## config.mk

```make
export PLATFORM = sky130hd
export DESIGN_NAME = program_stream_video_extractor
export DESIGN_NICKNAME = d
export VERILOG_FILES = /design/src/rtl/pse_pkg.sv /design/src/rtl/pse_parser.sv /design/src/rtl/pse_out_stage.sv /design/src/rtl/program_stream_video_extractor.sv
export SDC_FILE = /design/constraint.sdc
export NUM_CORES = 1
export LEC_CHECK = 0
export ABC_AREA = 1
export BUFFER_PORTS_ARGS = -buffer_cell sky130_fd_sc_hd__buf_4
export CELL_PAD_IN_SITES_DETAIL_PLACEMENT = 1
export CELL_PAD_IN_SITES_GLOBAL_PLACEMENT = 1
export CORE_MARGIN = 5
export CORE_UTILIZATION = 45
export DETAILED_ROUTE_END_ITERATION = 10
export GPL_ROUTABILITY_DRIVEN = 0
export PLACE_DENSITY = 0.77
export SLEW_MARGIN = 10
export SYNTH_ARGS = -nofsm -noshare
export SYNTH_HDL_FRONTEND = slang
export SYNTH_HIERARCHICAL = 1
export SYNTH_SLANG_ARGS = --single-unit
```

## constraint.sdc

```tcl
create_clock -name i_clk -period 4.29 [get_ports i_clk]
set_input_delay 1.287 -clock i_clk [delete_from_list [all_inputs] [get_ports i_clk]]
set_output_delay 1.287 -clock i_clk [all_outputs]
set_load 0.02 [all_outputs]
```

## src/rtl/pse_pkg.sv

```systemverilog
// Package for the program stream video extractor: word types, start codes,
// parse phases and status codes. No dependencies.
package pse_pkg;

    // Width of the saturating payload counter.
    localparam int COUNT_BITS = 24;

    // Start codes 00 00 01 xx as they appear in the 32-bit shift register.
    localparam logic [31:0] SC_PACK  = 32'h0000_01BA;
    localparam logic [31:0] SC_SYS   = 32'h0000_01BB;
    localparam logic [31:0] SC_MAP   = 32'h0000_01BC;
    localparam logic [31:0] SC_VIDEO = 32'h0000_01E0;
    localparam logic [31:0] SC_AUDIO = 32'h0000_01C0;

    // Byte of the pack header that carries the stuffing length.
    localparam logic [3:0] PACK_STUFF_POS  = 4'd13;
    localparam logic [2:0] PACK_STUFF_MASK = 3'd7;

    // Header byte positions inside a structure.
    localparam logic [3:0] HIDX_CODE_LAST = 4'd3;
    localparam logic [3:0] HIDX_LEN_HI    = 4'd4;
    localparam logic [3:0] HIDX_LEN_LO    = 4'd5;
    localparam logic [3:0] HIDX_HDR_LEN   = 4'd8;

    // Frame types.
    localparam logic [1:0] FRAME_NONE = 2'd0;
    localparam logic [1:0] FRAME_P    = 2'd1;
    localparam logic [1:0] FRAME_I    = 2'd2;

    // Stop status codes.
    localparam logic [1:0] STOP_NONE    = 2'd0;
    localparam logic [1:0] STOP_UNKNOWN = 2'd1;
    localparam logic [1:0] STOP_BAD_LEN = 2'd2;

    typedef enum logic [7:0] {
        PH_CODE  = 8'b0000_0001,
        PH_PACK  = 8'b0000_0010,
        PH_LEN   = 8'b0000_0100,
        PH_PES   = 8'b0000_1000,
        PH_HSKIP = 8'b0001_0000,
        PH_PAY   = 8'b0010_0000,
        PH_SKIP  = 8'b0100_0000,
        PH_HALT  = 8'b1000_0000
    } t_phase;

    typedef struct packed {
        logic [7:0] in_byte;
        logic       last_byte;
    } t_in_word;

    typedef struct packed {
        logic [7:0]  out_byte;
        logic        out_valid;
        logic        done_res;
        logic [1:0]  frame_type;
        logic [23:0] body_length;
        logic [1:0]  stop_status;
    } t_out_word;

endpackage

```

## src/rtl/pse_parser.sv

```systemverilog
// Parse state and next-state logic of the program stream extractor.
// Depends on pse_pkg.
module pse_parser (
    input  logic               i_clk,
    input  logic               i_rst_n,
    input  logic               i_step,
    input  pse_pkg::t_in_word  i_word,
    output logic               o_produce,
    output pse_pkg::t_out_word o_result
);
    import pse_pkg::*;

    t_phase                r_phase,   n_phase;
    logic [31:0]           r_code,    n_code;
    logic [3:0]            r_hidx,    n_hidx;
    logic [15:0]           r_skip,    n_skip;
    logic [15:0]           r_plen,    n_plen;
    logic [1:0]            r_frame,   n_frame;
    logic [COUNT_BITS-1:0] r_count,   n_count;
    logic [1:0]            r_halt,    n_halt;

    logic                  w_emit;
    logic [7:0]            w_b;
    logic [2:0]            w_stuff;
    logic [16:0]           w_need;
    logic [15:0]           w_rem;

    assign w_b     = i_word.in_byte;
    assign w_stuff = w_b[2:0] & PACK_STUFF_MASK;
    assign w_need  = 17'd3 + 17'(w_b);
    assign w_rem   = r_plen - 16'd3 - 16'(w_b);

    always_comb begin
        n_phase = r_phase;
        n_code  = r_code;
        n_hidx  = r_hidx;
        n_skip  = r_skip;
        n_plen  = r_plen;
        n_frame = r_frame;
        n_count = r_count;
        n_halt  = r_halt;
        w_emit  = 1'b0;
        unique case (r_phase)
            PH_CODE: begin
                n_code = {r_code[23:0], w_b};
                n_hidx = r_hidx + 4'd1;
                if (r_hidx == HIDX_CODE_LAST) begin
                    if (n_code == SC_PACK) begin
                        n_frame = FRAME_P;
                        n_phase = PH_PACK;
                    end else if (n_code == SC_SYS || n_code == SC_MAP) begin
                        n_frame = FRAME_I;
                        n_phase = PH_LEN;
                    end else if (n_code == SC_VIDEO || n_code == SC_AUDIO) begin
                        n_phase = PH_PES;
                    end else begin
                        n_phase = PH_HALT;
                        n_halt  = STOP_UNKNOWN;
                    end
                end
            end
            PH_PACK: begin
                if (r_hidx == PACK_STUFF_POS) begin
                    if (w_stuff == 3'd0) begin
                        n_phase = PH_CODE;
                        n_hidx  = 4'd0;
                    end else begin
                        n_phase = PH_SKIP;
                        n_skip  = 16'(w_stuff);
                    end
                end else begin
                    n_hidx = r_hidx + 4'd1;
                end
            end
            PH_LEN: begin
                if (r_hidx == HIDX_LEN_HI) begin
                    n_plen = {w_b, 8'h00};
                    n_hidx = HIDX_LEN_LO;
                end else begin
                    n_plen = {r_plen[15:8], w_b};
                    if (n_plen == 16'd0) begin
                        n_phase = PH_CODE;
                        n_hidx  = 4'd0;
                    end else begin
                        n_phase = PH_SKIP;
                        n_skip  = n_plen;
                    end
                end
            end
            PH_PES: begin
                n_hidx = r_hidx + 4'd1;
                if (r_hidx == HIDX_LEN_HI) begin
                    n_plen = {w_b, 8'h00};
                end else if (r_hidx == HIDX_LEN_LO) begin
                    n_plen = {r_plen[15:8], w_b};
                end else if (r_hidx == HIDX_HDR_LEN) begin
                    n_hidx = r_hidx;
                    if ({1'b0, r_plen} < w_need) begin
                        n_phase = PH_HALT;
                        n_halt  = STOP_BAD_LEN;
                    end else begin
                        n_plen = w_rem;
                        if (w_b != 8'd0) begin
                            n_phase = PH_HSKIP;
                            n_skip  = 16'(w_b);
                        end else if (w_rem == 16'd0) begin
                            n_phase = PH_CODE;
                            n_hidx  = 4'd0;
                        end else begin
                            n_phase = (r_code == SC_VIDEO) ? PH_PAY : PH_SKIP;
                            n_skip  = w_rem;
                        end
                    end
                end
            end
            PH_HSKIP: begin
                n_skip = r_skip - 16'd1;
                if (n_skip == 16'd0) begin
                    if (r_plen == 16'd0) begin
                        n_phase = PH_CODE;
                        n_hidx  = 4'd0;
                    end else begin
                        n_phase = (r_code == SC_VIDEO) ? PH_PAY : PH_SKIP;
                        n_skip  = r_plen;
                    end
                end
            end
            PH_PAY: begin
                w_emit = 1'b1;
                if (r_count != {COUNT_BITS{1'b1}}) begin
                    n_count = r_count + COUNT_BITS'(1);
                end
                n_skip = r_skip - 16'd1;
                if (n_skip == 16'd0) begin
                    n_phase = PH_CODE;
                    n_hidx  = 4'd0;
                end
            end
            PH_SKIP: begin
                n_skip = r_skip - 16'd1;
                if (n_skip == 16'd0) begin
                    n_phase = PH_CODE;
                    n_hidx  = 4'd0;
                end
            end
            PH_HALT: begin
                n_phase = PH_HALT;
            end
            default: begin
                n_phase = PH_CODE;
                n_hidx  = 4'd0;
            end
        endcase
    end

    assign o_produce            = (r_phase == PH_PAY) || i_word.last_byte;
    assign o_result.out_byte    = w_emit ? w_b : 8'd0;
    assign o_result.out_valid   = w_emit;
    assign o_result.done_res    = i_word.last_byte;
    assign o_result.frame_type  = n_frame;
    assign o_result.body_length = 24'(n_count);
    assign o_result.stop_status = n_halt;

    // The last byte of a buffer returns every field to its reset value.
    always_ff @(posedge i_clk) begin
        if (!i_rst_n || (i_step && i_word.last_byte)) begin
            r_phase <= PH_CODE;
            r_code  <= '0;
            r_hidx  <= '0;
            r_skip  <= '0;
            r_plen  <= '0;
            r_frame <= FRAME_NONE;
            r_count <= '0;
            r_halt  <= STOP_NONE;
        end else if (i_step) begin
            r_phase <= n_phase;
            r_code  <= n_code;
            r_hidx  <= n_hidx;
            r_skip  <= n_skip;
            r_plen  <= n_plen;
            r_frame <= n_frame;
            r_count <= n_count;
            r_halt  <= n_halt;
        end
    end

endmodule

```

## src/rtl/pse_out_stage.sv

```systemverilog
// Result register of the program stream extractor with valid/ready output.
// Depends on pse_pkg.
module pse_out_stage (
    input  logic               i_clk,
    input  logic               i_rst_n,
    input  logic               i_load,
    input  pse_pkg::t_out_word i_word,
    output logic               o_free,
    output logic               o_out_valid,
    input  logic               i_out_ready,
    output pse_pkg::t_out_word o_out_data
);
    import pse_pkg::*;

    logic      r_valid;
    t_out_word r_data;

    // Slot frees up in the same cycle the held word leaves.
    assign o_free      = !r_valid || i_out_ready;
    assign o_out_valid = r_valid;
    assign o_out_data  = r_data;

    always_ff @(posedge i_clk) begin
        if (!i_rst_n) begin
            r_valid <= 1'b0;
        end else if (o_free) begin
            r_valid <= i_load;
        end
    end

    always_ff @(posedge i_clk) begin
        if (o_free && i_load) begin
            r_data <= i_word;
        end
    end

endmodule

```

## src/rtl/program_stream_video_extractor.sv

```systemverilog
// Program stream video extractor: top level with input register, parser, result register.
// Path: an accepted word is held in the input register, and its parser result is loaded into the result register.
// Throughput: one input word per cycle; the result register alone can stall the input.
// Reset: i_rst_n, synchronous, active low, clears parse state and both valid flags.
// Depends on pse_pkg, pse_parser and pse_out_stage.
module program_stream_video_extractor (
    input  logic               i_clk,
    input  logic               i_rst_n,
    input  logic               i_in_valid,
    output logic               o_in_ready,
    input  pse_pkg::t_in_word  i_in_data,
    output logic               o_out_valid,
    input  logic               i_out_ready,
    output pse_pkg::t_out_word o_out_data
);
    import pse_pkg::*;

    // Input register: holds one stream word ahead of the parser.
    logic      r_in_valid;
    t_in_word  r_in_word;

    logic      w_produce;
    logic      w_out_free;
    logic      w_advance;
    t_out_word w_result;

    // Advance the held word into the parser when it makes no result, or when
    // the result register can take the result it makes.
    assign w_advance  = r_in_valid && (!w_produce || w_out_free);
    // Take a new word whenever the input register is empty or drains this cycle.
    assign o_in_ready = !r_in_valid || w_advance;

    always_ff @(posedge i_clk) begin
        if (!i_rst_n) begin
            r_in_valid <= 1'b0;
        end else if (o_in_ready) begin
            r_in_valid <= i_in_valid;
        end
    end

    // Payload needs no reset: it is qualified by r_in_valid.
    always_ff @(posedge i_clk) begin
        if (o_in_ready && i_in_valid) begin
            r_in_word <= i_in_data;
        end
    end

    // Parser: one byte per step, updates phase, counters and status.
    pse_parser u_parser (
        .i_clk     (i_clk),
        .i_rst_n   (i_rst_n),
        .i_step    (w_advance),
        .i_word    (r_in_word),
        .o_produce (w_produce),
        .o_result  (w_result)
    );

    // Result register toward the consumer.
    pse_out_stage u_out_stage (
        .i_clk       (i_clk),
        .i_rst_n     (i_rst_n),
        .i_load      (w_advance && w_produce),
        .i_word      (w_result),
        .o_free      (w_out_free),
        .o_out_valid (o_out_valid),
        .i_out_ready (i_out_ready),
        .o_out_data  (o_out_data)
    );

    // Every result word carries a payload byte or closes a buffer.
    a_result_has_cause: assert property (@(posedge i_clk) disable iff (!i_rst_n)
        o_out_valid |-> (o_out_data.out_valid || o_out_data.done_res))
        else $error("result word with neither payload nor end of buffer");

    // A word without payload shows a zero byte.
    a_idle_byte_zero: assert property (@(posedge i_clk) disable iff (!i_rst_n)
        (o_out_valid && !o_out_data.out_valid) |-> (o_out_data.out_byte == 8'd0))
        else $error("nonzero byte on a word without payload");

    // A held input word that cannot advance stays in the input register.
    a_in_held: assert property (@(posedge i_clk) disable iff (!i_rst_n)
        (r_in_valid && !w_advance) |=> (r_in_valid && $stable(r_in_word)))
        else $error("stalled input word lost");

    // Frame type and stop status never take the unused code.
    a_codes_legal: assert property (@(posedge i_clk) disable iff (!i_rst_n)
        o_out_valid |-> (o_out_data.frame_type <= FRAME_I &&
                         o_out_data.stop_status <= STOP_BAD_LEN))
        else $error("illegal frame type or stop status");

endmodule
```

Yosys cells after proc, flatten, opt, wreduce, memory -nomap -nowiden. Cells that the tools add are included.

Bits in registers: 153. Input port bits: 13. Output and inout bits: 40. Word-level logic and storage cells: 170.

$add $sub $neg: 6. $lt $le $gt $ge: 1. Equality and inequality tests: 44. Mux-type cells: 68. Bitwise operators: 1. Reductions and logical operators: 31.

Operators by type and width (count): 16-bit two-way mux (17); 32-bit by 9-bit equality test with 1-bit output, second input constant (6); 8-bit two-way mux (15); 16-bit one-hot mux with 5 select lines (1); 16-bit zero test (4); 8-bit one-hot mux with 7 select lines (1); 4-bit two-way mux (13); 24-bit two-way mux (2); 16-bit one-hot mux with 2 select lines (1); 4-bit one-hot mux with 7 select lines (1); 24-bit by 1-bit adder with 24-bit output, second input constant (1); 2-bit two-way mux (12); 24-bit inequality test, second input constant (1); 7-bit two-way mux (3); 16-bit by 17-bit less-than comparator with 1-bit output (1); 16-bit by 1-bit subtractor with 16-bit output, second input constant (1); 16-bit by 2-bit subtractor with 16-bit output, second input constant (1); 16-bit by 8-bit subtractor with 16-bit output (1); 5-bit by 3-bit inequality test with 1-bit output, second input constant (3); 2-bit by 1-bit inequality test with 1-bit output, second input constant (7); 2-bit inequality test, second input constant (6); 11-bit AND reduction (1); 10-bit AND reduction (1); 2-bit by 8-bit adder with 9-bit output, first input constant (1); 32 further kinds (50).

Logic depth before layout (Yosys ltp). Gate-level depths: netlist of run 1.

Depth after elaboration: 10. Mapped depth: 22. Mapped depth without buffers: 22.

Modules after synthesis. The synthesis of run 1 kept the hierarchy.

By module, submodules not included: pse_parser (instances 1, cells each 1403, area an instance 8458.1 um^2, sequential area each 2082.0 um^2); pse_out_stage (instances 1, cells each 45, area an instance 1192.4 um^2, sequential area each 1161.1 um^2); program_stream_video_extractor (instances 1, cells each 20, area an instance 344.1 um^2, sequential area each 290.3 um^2).

Worst setup path after synthesis of run 1. No wires, ideal clock.

Kind: input to register. From: input port i_out_ready. To: register u_out_stage.r_data (netlist bit u_out_stage/o_out_data[0]), enable pin. Setup time: 446 ps. Arrival time: 3421 ps. Required time: 3844 ps. Slack: 423 ps. Stages on the path: 6. Path buffers: 0. Cells stage by stage: inv_2 nand2_2 nand3_1 inv_1 inv_1 a21oi_1.

Word-level cells in the longest chain between the ends: 5.

RTL lines: from (decl) (line program_stream_video_extractor.sv:13) `input logic i_out_ready,`; 1-bit logical OR * (line pse_out_stage.sv:19) `assign o_free = !r_valid || i_out_ready;`; via w_out_free (line program_stream_video_extractor.sv:23) `logic w_out_free;`; 1-bit logical OR (line program_stream_video_extractor.sv:29) `assign w_advance = r_in_valid && (!w_produce || w_out_free);`; 1-bit logical AND (line program_stream_video_extractor.sv:29); 1-bit logical AND (line program_stream_video_extractor.sv:62) `.i_load (w_advance && w_produce),`; 1-bit logical AND * (line pse_out_stage.sv:32) `if (o_free && i_load) begin`; to (signal assigned) (line pse_out_stage.sv:33) `r_data <= i_word;`; to (decl) (line pse_out_stage.sv:16) `t_out_word r_data;`.

Mark *: on every way through the listed nets, which the timed path passes. The rest lies on a longest branch. A chain may end at the register's enable or synchronous reset.

Worst setup path after layout of run 1.
From: register r_in_word[2] (netlist name). To: register u_parser.r_plen[10].

Word-level cells in the longest chain between the ends: 6. Elaborated cells between the ends (all ways): 10. Classes of those cells: 2 x add/sub; 1 x order compare; 1 x eq/ne; 5 x mux; 1 x reduce/logical.

RTL lines: from (decl) (line program_stream_video_extractor.sv:20) `t_in_word r_in_word;`; from (signal assigned) (line program_stream_video_extractor.sv:44) `r_in_word <= i_in_data;`; branches (longest 6 deep; another with 16-bit by 17-bit less-than comparator with 1-bit output); to (signal assigned) (line pse_parser.sv:180) `r_plen <= n_plen;`; to (decl) (line pse_parser.sv:17) `logic [15:0] r_plen, n_plen;`.

Parallel ways; which one is timed is not known. The select of a mux whose other input is x is not followed.

==> run summary, run 1 <==
Outcome: complete, no violations
Seq cells post-synth: 153
Area delta synth->final: 12.4%
Min Tclk post-route: 3.93 ns
Storage cell area: 0.00353 mm^2
Fin Clk Skew: 0.0149 ns
Synth warn: 6
# diodes: 0
Slew HR: 32.8%
CTS Root Cell: clkbuf_16
Peak per-stage delay on the critical path: 0.55 ns
Final setup violation count: 0
GRT Total Usage: 25.2%
Cell Chain, Critical Path: inv_1 -> ha_1 -> nor3_1 -> xor2_1 -> ha_1 -> nand2_1 -> nor2_1 -> nand2_1 -> o211ai_1 -> nand2_1 -> nand2_1 -> nor2_1 -> o21ai_2 -> nand2_1 -> nand2_1 -> a21oi_1
Crit Path Category: reg2reg
Initial antenna violation count: 0
Die X: 159 um
Final Max Slew Viols: 0
FP Rows: 54
Worst Path Arrival: 4.22 ns
Fillers: 2,885
WP buf/inv: 1
Crit-path slowest cell: edfxtp_1
Clock slew seen by the registers of the worst setup and hold paths: 0.07 ns
Cts bufs inserted: 17
Nets: 1,555
Global-route wire length before repair: 53,000 um
Initial core utilization: 45.8%
Final Power: 0.00358 W
Final worst-path cycle share: 91.6%
Vias in the first global route: 10,300
Most used DFF post-synth: dfxtp_1
Final ANT Viol Nets: 0
Dominant cell type by area after synthesis: dfxtp_1
CTS tree: built
Drt total wl: 32,300 um
Clock latency on the worst-skew pair: 0.45 ns
Core area: 0.0218 mm^2
Most frequent CP cell: nand2_1
Post-Syn Area: 0.00999 mm^2
Vias/cell: 5.47
Fmax: 254 MHz
CP max FO: 9
Post-route DRC: 0
Worst reg-to-reg setup slack: 0.36 ns
Final Hold Viols: 0
Die area: 0.0253 mm^2
Total Negative Setup Slacks: 0 ns
Worst EP required: 4.58 ns
Unique masters post-synth: 52
Critical Path Start Type: flop
Initial drt markers: 551
Post-DP HPWL: 23,600 um
Port Buffer Count: 52
Power density over the cells: 319 mW/mm^2
EDFF count, synth: 47
Num Clock Sinks: 153
I/O pin total: 53
PostCTS Resize Cnt: 0
GRT overflow: 0
Hold WC Path Type: reg2reg
Cell types occupying the most area after synthesis: dfxtp_1, edfxtp_1, nand2_1, inv_1, nand3_1
Synth top area share: 21.2%
Die height: 159 um
Asr flop ratio synth: 0%
Largest net degree at the start of global routing: 65
Static leakage: 5.06 nW
Share of cells above drive strength 1: 11.8%
Crit. End Element: flop
Setup Fix Bufs, Post-CTS: 0
Max Cap Viol: 0
Top delay family on crit path: simple AND/OR/NAND/NOR gates
Hold_buf cts: 0
Router iterations before antenna repair: 5
Mapped Nets: 1,517
Via count: 9,838
Multi-input combinational cell area: 0.00543 mm^2
Avg Inst Size Synth: 6.81 um^2
Synth Instances: 1,468
H-tree depth: 4
Post-DR wirelength/cell: 17.9 um
VDD IR-drop max: 233 uV
Slew @ Worst Pin: 1.01 ns
Clock tree buffer depth: 2
Part of the Yosys area used for sequential elements: 35.4%
RSZ-0062 raised after global routing: false
==> cells in the final DEF, fill, tap and decap left out, types with 25 or more instances in the layout <==
cell / instances
nand3_1: 109
xor2_1: 25
inv_1: 200
nor3_1: 25
ha_1: 35
edfxtp_1: 47
a21oi_1: 89
o21ai_0: 94
nand4_1: 46
nand2_1: 356
nor2_1: 140
buf_4: 60
dfxtp_1: 106
==> sequential cells by signal, indices dropped and copies added (netlist names), 4 cells and up <==
signal and flops:
u_parser/r_code 32, u_parser/r_skip 16, u_out_stage/o_out_data 38, u_parser/r_phase 8, u_parser/r_plen 16, r_in_word 9
u_parser/r_count 24, u_parser/r_hidx 4
==> logic make-up after synthesis <==
family | Yosys count | share of synthesized area (%)
XOR/XNOR | 27 | 2.37
buffers and inverters | 269 | 10.6
AND/OR/NAND/NOR | 746 | 34.0
AO/OA/AOI/OAI | 237 | 13.1
flip-flops | 153 | 35.4
adder cells (fa/ha/maj) | 36 | 4.58
==> Yosys cell counts, types with 3 or more instances <==
cell type  count
a21oi_1       90
a21oi_2       12
and2_1         4
buf_2          7
buf_4          3
buf_6          3
clkbuf_1      27
clkinv_1       7
dfxtp_1      106
edfxtp_1      47
ha_1          35
inv_1        200
inv_2         20
nand2_1      356
nand2_2       12
nand3_1      109
nand3_2        3
nand3b_1       4
nand4_1       46
nor2_1       140
nor2_2        10
nor2_4        10
nor3_1        25
nor4_1         8
o211ai_1       5
o21ai_0       95
o22ai_1       19
or2_2          7
xor2_1        25
==> path summary, 6_finish.rpt <==
path | startpoint | to | depth (start not counted)
worst min-delay path | r_in_word[0] | u_out_stage/o_out_data[28] | 0
worst max-delay path | r_in_word[2] | u_parser/r_plen[10] | 16
worst max register to register | r_in_word[2] | u_parser/r_plen[10] | 16
worst min register to register | r_in_word[0] | u_out_stage/o_out_data[28] | 0
==> through the flow <==
| stage | worst slack, ns | util, % | hold slack, ns | std cells | area (um^2) |
|---|---|---|---|---|---|
| 5_1_grt | 0.116 | 51.5 | 0.501 | 1799 | 11200 |
| 6_report | 0.360 | 51.5 | 0.480 | 1799 | 11200 |
| 3_3_place_gp | 0.505 | 48.7 | 0.434 | 1767 | 10600 |
| 4_1_cts | 0.430 | 51.5 | 0.487 | 1799 | 11200 |
| 3_5_place_dp | 0.464 | 48.7 | 0.469 | 1767 | 10600 |
| 2_1_floorplan | 0.423 | - | 0.458 | 1468 | 9990 |
==> where the power goes <==
part | internal, W | total, W | switching, W | leakage (nW)
clock network | 0.000802 | 0.00159 | 0.000793 | 0.300
registers | 0.00155 | 0.00160 | 0.0000511 | 1.32
logic | 0.000122 | 0.000391 | 0.000269 | 3.43
total | 0.00247 | 0.00358 | 0.00111 | 5.06
==> cell type report <==
type	instances	share of cell area (%)
multi-input combinational	1046	48.3
sequential	153	31.5
inverter	228	7.64
timing repair buffer	60	4.01
clock buffer	17	3.79
tap	280	3.12
clock inverter	15	1.66
==> metal layers <==
layer	vias up	GRT usage [%]	wire [um]
met2	160	44.6	16200
li1	4872	-	-
met4	0	7.56	640
met5	-	0	0
met1	4754	31.9	14500
met3	52	3.60	929
Note: power is estimated with default switching activity, not from simulation.
==> run 2, diff against run 1 <==
- MAX_ROUTING_LAYER: unset -> met4
==> run 2 against run 1 <==
  * Power barely moved
  * Wire length rose by 0.14%
  * First-iteration DRC count rose by 2.5%
  * Final area did not move
  * Non-clock buffer count did not move
  * Sequential cell count did not move
  * Worst hold slack barely moved
  * Utilization did not move
  * Clock skew rose by 0.0023 ns
  * Maximum frequency rose by 0.22%
  * Final cell count did not move
  * Sequential power barely moved
  * Largest power group unchanged
==> run summary, run 2 (same netlist as run 1, synthesis figures left out) <==
Outcome: complete, no violations
Final worst-path cycle share: 91.4% (-0.20 points)
Worst Setup SP: r_in_word[2]
Slew @ Worst Pin: 1.03 ns (+0.0218 ns)
Static leakage: 5.06 nW (unchanged)
Post-DR wirelength/cell: 18.0 um (+0.14%)
Min Tclk post-route: 3.92 ns (-0.00849 ns)
FP Rows: 54 (unchanged)
Initial antenna violation count: 0 (unchanged)
Die X: 159 um (unchanged)
GRT Total Usage: 26.0% (+0.75 points)
Vias in the first global route: 10,300 (-0.058%)
Multi-input combinational cell area: 0.00543 mm^2 (unchanged)
Fmax: 255 MHz (+0.22%)
Worst EP required: 4.58 ns (about the same)
Max Cap Viol: 0 (unchanged)
VDD IR-drop max: 233 uV (about the same)
Slew HR: 31.3% (-1.5 points)
Met2 wire length: 16,300 um (+0.54%)
Cts bufs inserted: 17 (unchanged)
Met3 WL: 956 um (+2.9%)
Final core occ: 51.5% (unchanged)
Final ANT Viol Nets: 0 (unchanged)
Fin Clk Skew: 0.0172 ns (+0.00233 ns)
DRT met1 WL: 14,500 um (-0.17%)
Post-DP HPWL: 23,600 um (unchanged)
Final setup violation count: 0 (unchanged)
Initial core utilization: 45.8% (unchanged)
Nets: 1,555 (unchanged)
Net Sw Power: 0.00111 W (about the same)
Setup Fix Bufs, Post-CTS: 0 (unchanged)
Sw frac: 31.1% (about the same)
Power density over the cells: 319 mW/mm^2 (about the same)
Final Max Slew Viols: 0 (unchanged)
Crit Path Category: reg2reg
I/O pin total: 53 (unchanged)
Design Area, Final: 0.0112 mm^2 (unchanged)
Largest net degree at the start of global routing: 65 (unchanged)
Placed inst area: 0.0106 mm^2 (unchanged)
Router iterations before antenna repair: 5 (unchanged)
Storage cell area: 0.00353 mm^2 (unchanged)
Share of cells above drive strength 1: 11.8% (unchanged)
Hold Startpoint: r_in_word[0]
PostCTS Resize Cnt: 0 (unchanged)
Crit-path slowest cell: edfxtp_1
Die height: 159 um (unchanged)
Core area: 0.0218 mm^2 (unchanged)
Clock tree buffer depth: 2 (unchanged)
Post-route DRC: 0 (unchanged)
Worst Path Arrival: 4.21 ns (about the same)
Total Negative Setup Slacks: 0 ns (unchanged)
Peak per-stage delay on the critical path: 0.56 ns (about the same)
Initial drt markers: 565 (+2.5%)
WP buf/inv: 1 (unchanged)
Die area: 0.0253 mm^2 (unchanged)
Hold WC Path Type: reg2reg
Drt total wl: 32,300 um (+0.14%)
Internal power: 0.00247 W (about the same)
CP max FO: 9 (unchanged)
Vias/cell: 5.48 (+0.24%)
RSZ-0062 raised after global routing: false
Flop pwr share: 44.6% (about the same)
Crit. End Element: flop
Port Buffer Count: 52 (unchanged)
# diodes: 0 (unchanged)
Clock slew seen by the registers of the worst setup and hold paths: 0.07 ns (about the same)
H-tree depth: 4 (unchanged)
GRT overflow: 0 (unchanged)
Global-route wire length before repair: 53,000 um (about the same)
Commonest non-fill, non-tap cell in the layout: nand2_1
Max reg flops: 38 (unchanged)
Final Hold Viols: 0 (unchanged)
Hold_buf cts: 0 (unchanged)
Num Clock Sinks: 153 (unchanged)
Most frequent cells in the layout: nand2_1, inv_1, nor2_1
CTS Root Cell: clkbuf_16
Area delta synth->final: 12.4% (unchanged)
Regs by FF count: u_out_stage/o_out_data (38), u_parser/r_code (32), u_parser/r_count (24)
Cell Chain, Critical Path: inv_1 -> ha_1 -> nor3_1 -> xor2_1 -> ha_1 -> nand2_1 -> nor2_1 -> nand2_1 -> o211ai_1 -> nand2_1 -> nand2_1 -> nor2_1 -> o21ai_2 -> nand2_1 -> nand2_1 -> a21oi_1
Biggest register: u_out_stage/o_out_data
Gate power share: 10.9% (about the same)
Critical Path Start Type: flop
Clock latency on the worst-skew pair: 0.45 ns (about the same)
Via count: 9,862 (+0.24%)
Most frequent CP cell: nand2_1
Clk network pwr share: 44.5% (about the same)
Top delay family on crit path: simple AND/OR/NAND/NOR gates
DR top layer: met4
FF-to-FF Start: r_in_word[2]
CTS tree: built
Fillers: 2,885 (unchanged)
[run 2: cell counts in the layout (fill, tap and decap cells not counted)]
No cell type changed its count.
[run 2: power by group through the flow]
stage          combinational [W]  sequential (W)  clock, W
6_report                0.000391         0.00160   0.00159
5_1_grt                 0.000440         0.00160   0.00170
4_1_cts                 0.000392         0.00160   0.00163
3_5_place_dp            0.000386         0.00163         0
3_3_place_gp            0.000372         0.00163         0
2_1_floorplan           0.000259         0.00162         0
[run 2: path summary, 6_finish.rpt]
check	to	slack, ns	depth (start not counted)
worst max-delay path	u_parser/r_plen[10]	0.37	16
worst max register to register	u_parser/r_plen[10]	0.37	16
worst min register to register	u_out_stage/o_out_data[28]	0.48	0
worst min-delay path	u_out_stage/o_out_data[28]	0.48	0
[run 2: stage by stage]
step,std cells,setup slack [ns],hold WS [ns],total power [W]
finish,1799,0.368,0.481,0.00358
CTS,1799,0.430,0.487,0.00362
global route,1799,0.115,0.501,0.00374
global placement,1767,0.505,0.434,0.00200
floorplan,1468,0.423,0.458,0.00188
detailed placement,1767,0.464,0.469,0.00201
[run 2: metal layers]
metal  GRT usage (%)  up-vias
met4            7.68        0
li1                -     4877
met2            44.7      184
met3            3.37       53
met5               -        -
met1            32.0     4748
[run 2: cell type report]
class / count / share of cell area [%]
clock inverters: 15 / 1.66
repair buffers: 60 / 4.01
multi-input cells: 1046 / 48.3
clock buffers: 17 / 3.79
well taps: 280 / 3.12
inverters: 228 / 7.64
flip-flops and latches: 153 / 31.5
==> run 3, diff against run 2 <==
- CORE_ASPECT_RATIO: unset -> 0.6
- CORE_UTILIZATION: 45 -> 41
- PLACE_DENSITY: 0.77 -> 0.74
- SLEW_MARGIN: 10 -> 20
- clock period: 4.29 -> 3.3 ns (I/O delays scaled with it)
==> run 3 against run 2 <==
  * Non-clock buffer count rose by 49
  * Sequential share of layout area fell by 1.2 points
  * Maximum frequency rose by 23%
  * Sequential cell count did not move
  * Worst hold slack got worse by 0.0076 ns
  * Wire length rose by 11%
  * Register-to-register slack got worse by 0.25 ns
  * Worst setup slack got worse by 0.25 ns
  * Clock skew fell by 0.0073 ns
  * Critical path type unchanged
  * Largest cell class unchanged
  * Highest routed layer unchanged
==> run summary, run 3 (same netlist as run 1, synthesis figures left out) <==
Initial core utilization: 41.4% (-4.3 points)
Total Negative Setup Slacks: 0 ns (unchanged)
Critical Path Start Type: flop
Final setup violation count: 0 (unchanged)
Final Max Slew Viols: 0 (unchanged)
WHS Endpoint: u_out_stage/o_out_data[28]
Global-route wire length before repair: 55,700 um (+5.0%)
Clock tree buffer depth: 2 (unchanged)
CTS Root Cell: clkbuf_16
Nets: 1,605 (+3.2%)
Max Cap Viol: 0 (unchanged)
Via count: 10,300 (+4.0%)
Most frequent cells in the layout: nand2_1, inv_1, nor2_1
Worst Setup SP: r_in_word[1]
Initial drt markers: 966 (+71%)
Largest net degree at the start of global routing: 65 (unchanged)
Worst Path Arrival: 3.53 ns (-0.68 ns)
FF-to-FF End: u_parser/r_plen[8]
Final Hold Viols: 0 (unchanged)
Placed insts: 1,849 (+4.6%)
CTS tree: built
Final worst-path cycle share: 96.4% (+5.0 points)
Post-route DRC: 0 (unchanged)
Dpl ws: 0.0470 ns (-0.417 ns)
Post-DP HPWL: 27,000 um (+14%)
RSZ-0062 raised after global routing: false
Static leakage: 5.27 nW (+4.3%)
I/O pin total: 53 (unchanged)
Met1 usage in global routing: 39.9% (+7.9 points)
Regs by FF count: u_out_stage/o_out_data (38), u_parser/r_code (32), u_parser/r_count (24)
Power density over the cells: 385 mW/mm^2 (+21%)
Slew @ Worst Pin: 0.810 ns (-0.220 ns)
Die area: 0.0277 mm^2 (+9.5%)
Core area: 0.0241 mm^2 (+10%)
Worst reg-to-reg setup slack: 0.12 ns (-0.25 ns)
GRT Total Usage: 26.5% (+0.52 points)
Final worst slack: 0.120 ns (-0.249 ns)
Die X: 212 um (+33%)
Vias/cell: 5.42 (-1.1%)
GRT overflow: 0 (unchanged)
Port Buffer Count: 52 (unchanged)
Area delta synth->final: 16.9%
Outcome: complete, no violations
Initial antenna violation count: 0 (unchanged)
Fin Clk Skew: 0.00991 ns (-0.00732 ns)
Min Tclk post-route: 3.18 ns (-0.741 ns)
Hold WC Path Type: reg2reg
Flop pwr share: 46.0% (+1.4 points)
CP max FO: 8 (-1)
Clock latency on the worst-skew pair: 0.45 ns (about the same)
Gate power share: 12.7% (+1.8 points)
Cts bufs inserted: 17 (unchanged)
FP Rows: 44 (-19%)
Die height: 131 um (-18%)
H-tree depth: 4 (unchanged)
Share of cells above drive strength 1: 15.3% (+3.4 points)
Hold_buf cts: 0 (unchanged)
Num Clock Sinks: 153 (unchanged)
FF-to-FF Start: r_in_word[1]
Hold Startpoint: r_in_word[0]
Biggest register: u_out_stage/o_out_data
Router iterations before antenna repair: 5 (unchanged)
# diodes: 0 (unchanged)
Max reg flops: 38 (unchanged)
Crit. End Element: flop
Met2 Resource Use GR: 35.7% (-8.9 points)
Worst reg-to-reg path cell count: 15 (-1)
Crit Path Category: reg2reg
Worst hold margin: 0.473 ns (-0.00756 ns)
Hold Crit Depth: 0 (unchanged)
Slew HR: 45.6% (+14 points)
Sw frac: 29.5% (-1.5 points)
Net Sw Power: 0.00133 W (+19%)
VDD IR-drop max: 300 uV (+29%)
Worst EP required: 3.65 ns (-0.93 ns)
Commonest non-fill, non-tap cell in the layout: nand2_1
Fmax: 314 MHz (+23%)
Filler-free cell count of the finished design: 1,891 (+5.1%)
Internal power: 0.00317 W (+28%)
Final core occ: 48.4% (-3.0 points)
Clk network pwr share: 41.3% (-3.2 points)
Clock slew seen by the registers of the worst setup and hold paths: 0.07 ns (about the same)
Final ANT Viol Nets: 0 (unchanged)
GRT met3 Usage: 6.37% (+3.0 points)
Post-DR wirelength/cell: 19.0 um (+5.7%)
Global route hottest layer: met1
Vias in the first global route: 9,849 (-4.2%)
Drt total wl: 35,900 um (+11%)
[run 3: changes by cell type in the layout (fill, tap and decap cells not counted), sizes merged]
cell	change
buf	+49
inv	-5
clkinvlp	+3
clkinv	+2
nand2	+1
[run 3: how the worst max path moves through the flow]
stage	slack [ns]	end
3_5_place_dp	0.05	u_parser/r_skip[8]
4_1_cts	0.03	u_parser/r_skip[8]
3_3_place_gp	0.21	u_parser/r_hidx[3]
5_1_grt	0.003	u_parser/r_plen[8]
2_1_floorplan	0.55	u_parser/r_skip[10]
6_report	0.12	u_parser/r_plen[8]
[run 3: power by group through the flow]
stage | registers, W | clock network (W) | logic [W]
6_report | 0.00207 | 0.00186 | 0.000573
3_5_place_dp | 0.00211 | 0 | 0.000545
3_3_place_gp | 0.00211 | 0 | 0.000526
5_1_grt | 0.00208 | 0.00197 | 0.000630
2_1_floorplan | 0.00211 | 0 | 0.000337
4_1_cts | 0.00207 | 0.00190 | 0.000552
[run 3: metal layers]
metal	vias up	share of wire (%)
met2	322	40
met4	0	0.92
li1	4983	-
met5	-	0
met3	26	8.7
met1	4922	51
[run 3: worst max-delay path: stages (launching register included)]
cell and delay [ns]:
edfxtp_1 0.45, inv_1 0.14, buf_4 0.18, ha_1 0.25, ha_1 0.28, a21oi_1 0.26, o21ai_0 0.14, nand2_1 0.09
o211ai_1 0.11, nand2_1 0.08, nand2_1 0.10, nor2_1 0.34, o21ai_2 0.13, nand2_1 0.24, nand2_1 0.08, a21oi_1 0.21
[run 3: cell type report]
type,count,area [um^2]
Tap cell,322,403
Multi-Input combinational cell,1047,5500
Timing Repair Buffer,109,843
Fill cell,3181,12400
Clock buffer,17,425
Clock inverter,15,116
Inverter,228,858
Sequential cell,153,3530
[run 3: per-stage QoR]
step           total power [W]  area [um^2]
3_5_place_dp           0.00265        11000
2_1_floorplan          0.00245        10000
3_3_place_gp           0.00263        11000
4_1_cts                0.00452        11500
5_1_grt                0.00468        11700
6_report               0.00450        11700
[run 3: repair_timing]
action / 4_1_cts / 5_1_grt
setup buffers: 0 / 9
resized for setup: 0 / 17
hold endpoints to repair: 0 / 0
endpoints found under the setup margin: 0 / 42
